==> src/hw/rtl/spq_pkg.sv <==
// Shared types and constants for the sorted priority queue.
package spq_pkg;

  localparam int unsigned CAPACITY_DEF = 128;
  localparam int unsigned DEV_W        = 8;
  localparam int unsigned PRIO_W       = 8;
  localparam int unsigned TAG_W        = 16;
  localparam int unsigned OCC_W        = 8;

  typedef enum logic [1:0] {
    ACT_INSERT = 2'd0,
    ACT_REMOVE = 2'd1,
    ACT_REPRIO = 2'd2,
    ACT_CLEAR  = 2'd3
  } action_e;

  typedef enum logic [1:0] {
    ST_OK        = 2'd0,
    ST_FULL      = 2'd1,
    ST_EMPTY     = 2'd2,
    ST_NOT_FOUND = 2'd3
  } status_e;

  typedef struct packed {
    logic [DEV_W-1:0]  dev;
    logic [PRIO_W-1:0] prio;
    logic [TAG_W-1:0]  tag;
  } entry_t;

  typedef struct packed {
    action_e           action;
    logic [DEV_W-1:0]  device_id;
    logic [PRIO_W-1:0] priority_req;
    logic [TAG_W-1:0]  request_tag;
  } in_word_t;

  typedef struct packed {
    status_e           status;
    logic [DEV_W-1:0]  out_device_id;
    logic [PRIO_W-1:0] out_priority;
    logic [TAG_W-1:0]  out_tag;
    logic [OCC_W-1:0]  occupancy;
  } out_word_t;

  // what every cell does in a cycle
  typedef enum logic [1:0] {
    CM_HOLD   = 2'd0,
    CM_INSERT = 2'd1,
    CM_PULL   = 2'd2
  } cell_mode_e;

  // broadcast to the whole row; item.dev doubles as the search key
  typedef struct packed {
    cell_mode_e mode;
    entry_t     item;
  } cell_ctrl_t;

endpackage

==> src/hw/rtl/spq_cell.sv <==
// One slot of the sorted row: holds an entry, compares, shifts with its neighbors.
module spq_cell import spq_pkg::*; #(
  parameter int unsigned IDX  = 0,
  parameter int unsigned CNTW = 8
) (
  input  logic            clk_i,
  input  cell_ctrl_t      ctrl_i,
  input  logic [CNTW-1:0] cnt_i,
  input  entry_t          left_i,
  input  logic            left_stay_i,
  input  entry_t          right_i,
  input  logic            pull_i,
  output entry_t          ent_o,
  output logic            stay_o,
  output logic            match_o
);

  entry_t ent_q, ent_d;
  logic   occ;

  assign occ     = CNTW'(IDX) < cnt_i;
  assign stay_o  = occ && (ent_q.prio >= ctrl_i.item.prio);
  assign match_o = occ && (ent_q.dev == ctrl_i.item.dev);
  assign ent_o   = ent_q;

  always_comb begin
    ent_d = ent_q;
    case (ctrl_i.mode)
      CM_INSERT: begin
        if (!stay_o) begin
          ent_d = left_stay_i ? ctrl_i.item : left_i;
        end
      end
      CM_PULL: begin
        if (pull_i) begin
          ent_d = right_i;
        end
      end
      default: ent_d = ent_q;
    endcase
  end

  always_ff @(posedge clk_i) begin
    ent_q <= ent_d;
  end

endmodule

==> config.mk <==
export PLATFORM = sky130hd
export DESIGN_NAME = spq_cell
export DESIGN_NICKNAME = d
export VERILOG_FILES = /design/src/hw/rtl/spq_pkg.sv /design/src/hw/rtl/spq_cell.sv
export SDC_FILE = /design/constraint.sdc
export NUM_CORES = 1
export LEC_CHECK = 0
export ABC_AREA = 1
export ABC_CLOCK_PERIOD_IN_PS = 2500
export BUFFER_PORTS_ARGS = -buffer_cell sky130_fd_sc_hd__buf_2
export CAP_MARGIN = 20
export CORE_MARGIN = 2
export CORE_UTILIZATION = 42
export CTS_CLUSTER_DIAMETER = 120
export DETAILED_ROUTE_END_ITERATION = 10
export GPL_ROUTABILITY_DRIVEN = 0
export PLACE_DENSITY = 0.91
export SYNTH_ARGS = -nofsm -noshare
export SYNTH_HDL_FRONTEND = slang
export SYNTH_SLANG_ARGS = --single-unit
==> constraint.sdc <==
create_clock -name clk_i -period 2.5 [get_ports clk_i]
set_clock_uncertainty 0.05 [all_clocks]
set_input_delay 0.375 -clock clk_i [delete_from_list [all_inputs] [get_ports clk_i]]
set_output_delay 0.375 -clock clk_i [all_outputs]
set_load 0.02 [all_outputs]
Word-level counts from Yosys, hierarchy flattened:

Cells that the tools add are included.

* register bits after elaboration: 32
* output and inout bits: 34
* bits of input ports: 109
* word-level logic and storage cells: 18

* mux-type cells: 4
* reduce and logical (&&, ||, !) cells: 4
* equal/unequal tests: 5
* $lt $le $gt $ge: 2

Operator list (number)
* $mux W32: 3
* $pmux W32 S2: 1
* $eq A8 B8 Y1: 1
* $ge A8 B8 Y1: 1
* $lt A1 B8 Y1 const A: 1
* $ne A2 B2 Y1 const B: 2
* $reduce_and A3 Y1: 1
* $eq A2 B1 Y1 const B: 1
* $eq A2 B2 Y1 const B: 1
* $logic_and A1 B1 Y1: 2
* $reduce_bool A2 Y1: 1

Depth between registers and ports, before layout:

* word-level depth: 4
* gate-level depth with buffers: 12
* depth with buffers taken out: 12

Worst setup path after synthesis:

Ideal clock, no wire load.

* kind: register to register
* start point: register ent_q, in the netlist ent_o[23]
* end point: register ent_q, in the netlist ent_o[0], enable pin
* library setup time: 0.390 ns
* path buffers: 0
* data required time: 2.060 ns
* slack: 0.117 ns
* data arrival time: 1.943 ns
* cell stages (with the launch flop): 8
* clock period less this slack: 2.383 ns
* cell sequence: edfxtp_1 ha_1 a21o_1 nor2_1 nand3_1 nand2_1 nand2_1 nand2_1

* longest elaborated chain between the ends: 4

RTL lines
* start: declaration: line spq_cell.sv:18 `entry_t ent_q, ent_d;`
* start signal: assignment: line spq_cell.sv:44 `ent_q <= ent_d;`
* $ge A8 B8 Y1: line spq_cell.sv:22 `assign stay_o = occ && (ent_q.prio >= ctrl_i.item.prio);`
* $logic_and A1 B1 Y1: line spq_cell.sv:22
* $ne A2 B2 Y1 (no source line)
* $reduce_and A3 Y1 (no source line)

Every way passes these cells.
A chain may end at the register's enable or synchronous reset.

Worst setup path after layout:

* start point: register ent_q, in the netlist ent_o[23]
* end point: output stay_o

* longest elaborated chain between the ends: 2

RTL lines
* $ge A8 B8 Y1: line spq_cell.sv:22
* $logic_and A1 B1 Y1: line spq_cell.sv:22
* end: declaration: line spq_cell.sv:14 `output logic stay_o,`

Every way passes these cells.

==> metrics.md <==
| Metric | Value |
|---|---|
| Worst-path clk slew | `60 ps` |
| Req. time, crit path | `2080 ps` |
| Post-synthesis simple-gate area fraction | `17.0%` |
| H-tree levels | `2` |
| Layout cells sized above 1 | `39.0%` |
| Post-route setup slack | `445 ps` |
| Post-synthesis mux area share | `0%` |
| DIE HEIGHT | `75.0 um` |
| Logic pwr share | `26.6%` |
| Minimum clock period | `2050 ps` |
| CTS root buf | `clkbuf_8` |
| FMAX | `487 MHz` |
| Type of the most critical hold path | `primary input to register` |
| GRT Total Usage | `18.1%` |
| Max Root-Sink Buffers | `2` |
| CP Class | `register to output port` |
| Synthesized area | `2110 um^2` |
| #FFs+latches synth | `32` |
| P_sw | `0.384 mW` |
| CP Max Fanout | `2` |
| Critical Path AT | `1630 ps` |
| Post-Route WL | `5220 um` |
| Main combinational cell family by area after synthesis | `simple AND/OR/NAND/NOR gates` |
| Pins over their slew limit | `0` |
| N_diodes | `0` |
| Mean Syn Cell Area | `8.16 um^2` |
| Slew of the pin with the lowest slew margin | `933 ps` |
| Xor and xnor area share after synthesis | `3.31%` |
| DRT iter0 DRCs | `65` |
| Worst-Skew Late Latency | `270 ps` |
| Clock buffer count from CTS | `5` |
| Number of fill cells | `454` |
| Buffers on Ports | `142` |
| Internal power | `0.982 mW` |
| Compound-Gate Fraction of Synth Area | `16.0%` |
| Clk pwr share | `24.7%` |
| Rows | `25` |
| Vias per cell | `4.58` |
| Setup bufs post-CTS | `0` |
| First drt pass iteration count | `4` |
| Number of distinct library cells after synthesis | `20` |
| Outcome | `finished clean` |
| Post-Synth Adder-Cell Area | `4.73%` |
| Pwr Density | `478 nW/um^2` |
| Final HPWL DP | `4200 um` |
| DRT antenna net count | `0` |
| RSZ-0062 raised after global routing | `no` |
| Drt drc | `0` |
| Leakage | `1.47 nW` |
| Seq pwr share | `48.8%` |
| Antenna violations before repair | `0` |
| I/O Pins | `143` |
| Mapped Nets | `376` |
| Endpoints failing hold | `0` |
| Grt ovf | `0` |
| Max_cap viols | `0` |
| Largest net degree at the start of global routing | `65` |
| Die area | `5620 um^2` |
| TNS Setup | `0 ps` |
| Type of origin of the critical path | `register` |
| Area Growth Syn to Fin | `35.3%` |
| # hold bufs at CTS | `0` |
| Vias | `2118` |
| DP Worst Slack | `495 ps` |
| Die W | `75.0 um` |
| First-pass GRT wire length | `7620 um` |
| Clk sink count | `32` |
| Setup violators final | `0` |
| Initial Utilization | `44.2%` |
| Average wire per standard cell | `11.3 um` |
| Sw frac | `28.1%` |
| Core Region | `4790 um^2` |
| CTS tree | `yes` |
| Worst Setup End Kind | `output port` |
| Max transition margin | `37.8%` |
| Vias in the first global route | `1881` |
| Register area share after synthesis | `45.4%` |
| Mapped Cells | `259` |
| Peak supply drop | `0.264 mV` |
| Period utilization | `82.2%` |
| Cts repair resizes | `0` |
| NumNets Final | `514` |
| Ys Warns | `0` |
| Max FFs per register | `32` |
logic make-up after synthesis:
| logic type | count (synthesis) |
|---|---|
| buffers and inverters | 53 |
| adders and majority gates | 8 |
| DFF | 32 |
| AOI/OAI and AO/OA | 67 |
| and+or+nand+nor | 91 |
| xor gates and xnor gates | 8 |
cells in the mapped netlist (all sizes together):
cell type	instances	area, um^2
nor2	7	28.8
nor4	2	12.5
a21oi	2	10.0
buf	13	135
edfxtp	32	961
xor2	4	35.0
a21o	1	7.51
nand3	2	10.0
nand2	78	295
inv	39	146
clkbuf	1	5.00
ha	8	100
o21ai	64	320
nand4	2	12.5
xnor2	4	35.0
power by group through the flow:
stage,clock [mW],sequential (mW),combinational [mW]
after floorplan,0,0.729,0.171
after global placement,0,0.675,0.352
after detailed placement,0,0.677,0.367
after CTS,0.350,0.666,0.367
after global routing,0.370,0.670,0.408
final,0.337,0.666,0.363
final cells by class:
cell class | instances | area [um^2] | share of cell area (%)
sequential | 32 | 961 | 33.6
clock buffer | 5 | 68.8 | 2.41
multi-input combinational | 174 | 867 | 30.3
inverter | 39 | 146 | 5.12
tap | 67 | 83.8 | 2.93
timing repair buffer | 145 | 733 | 25.6
per-stage QoR:
stage / cells / hold slack, ps / total power, mW / util, % / instance area, um^2
after detailed placement: 457 / 614 / 1.04 / 58.3 / 2790
final: 462 / 340 / 1.37 / 59.8 / 2860
after global routing: 462 / 335 / 1.45 / 59.8 / 2860
after CTS: 462 / 328 / 1.38 / 59.8 / 2860
after global placement: 457 / 613 / 1.03 / 58.3 / 2790
after floorplan: 259 / 523 / 0.900 / - / 2110
per-layer routing:
| layer | global-route usage, % | wire length [um] | part of all wire, % |
|---|---|---|---|
| met1 | 18.0 | 1990 | 38 |
| met2 | 36.2 | 2790 | 53 |
| met3 | 4.69 | 381 | 7.3 |
| met4 | 5.16 | 60 | 1.1 |
| met5 | 0 | 0 | 0 |
path summary, 6_finish.rpt:
check             cells past startpoint   startpoint  slack, ps   endpoint
hold reg to reg                       7    ent_o[17]       1180  ent_o[20]
setup reg to reg                      9    ent_o[19]        620  ent_o[10]
hold / removal                        3  right_i[20]        340  ent_o[20]
setup / recovery                      8    ent_o[23]        450     stay_o
critical path, stage by stage (launching register included):
cell	delay, ps
edfxtp_1	390
ha_1	310
nand2_1	80
nor2_2	130
nand4_1	90
nand3_1	90
nand2_1	60
inv_1	60
buf_2	160
cells in the final DEF, fill, tap and decap left out, types with 3 or more instances in the layout:
master,synthesis,routed
buf_2,0,142
nand2_1,77,77
o21ai_1,40,40
inv_1,37,37
edfxtp_1,32,32
o21ai_0,24,24
ha_1,8,8
nor2_1,6,6
clkbuf_8,0,5
xnor2_1,4,4
xor2_1,4,4
buf_4,3,3
(Power assumes the default switching activity.)
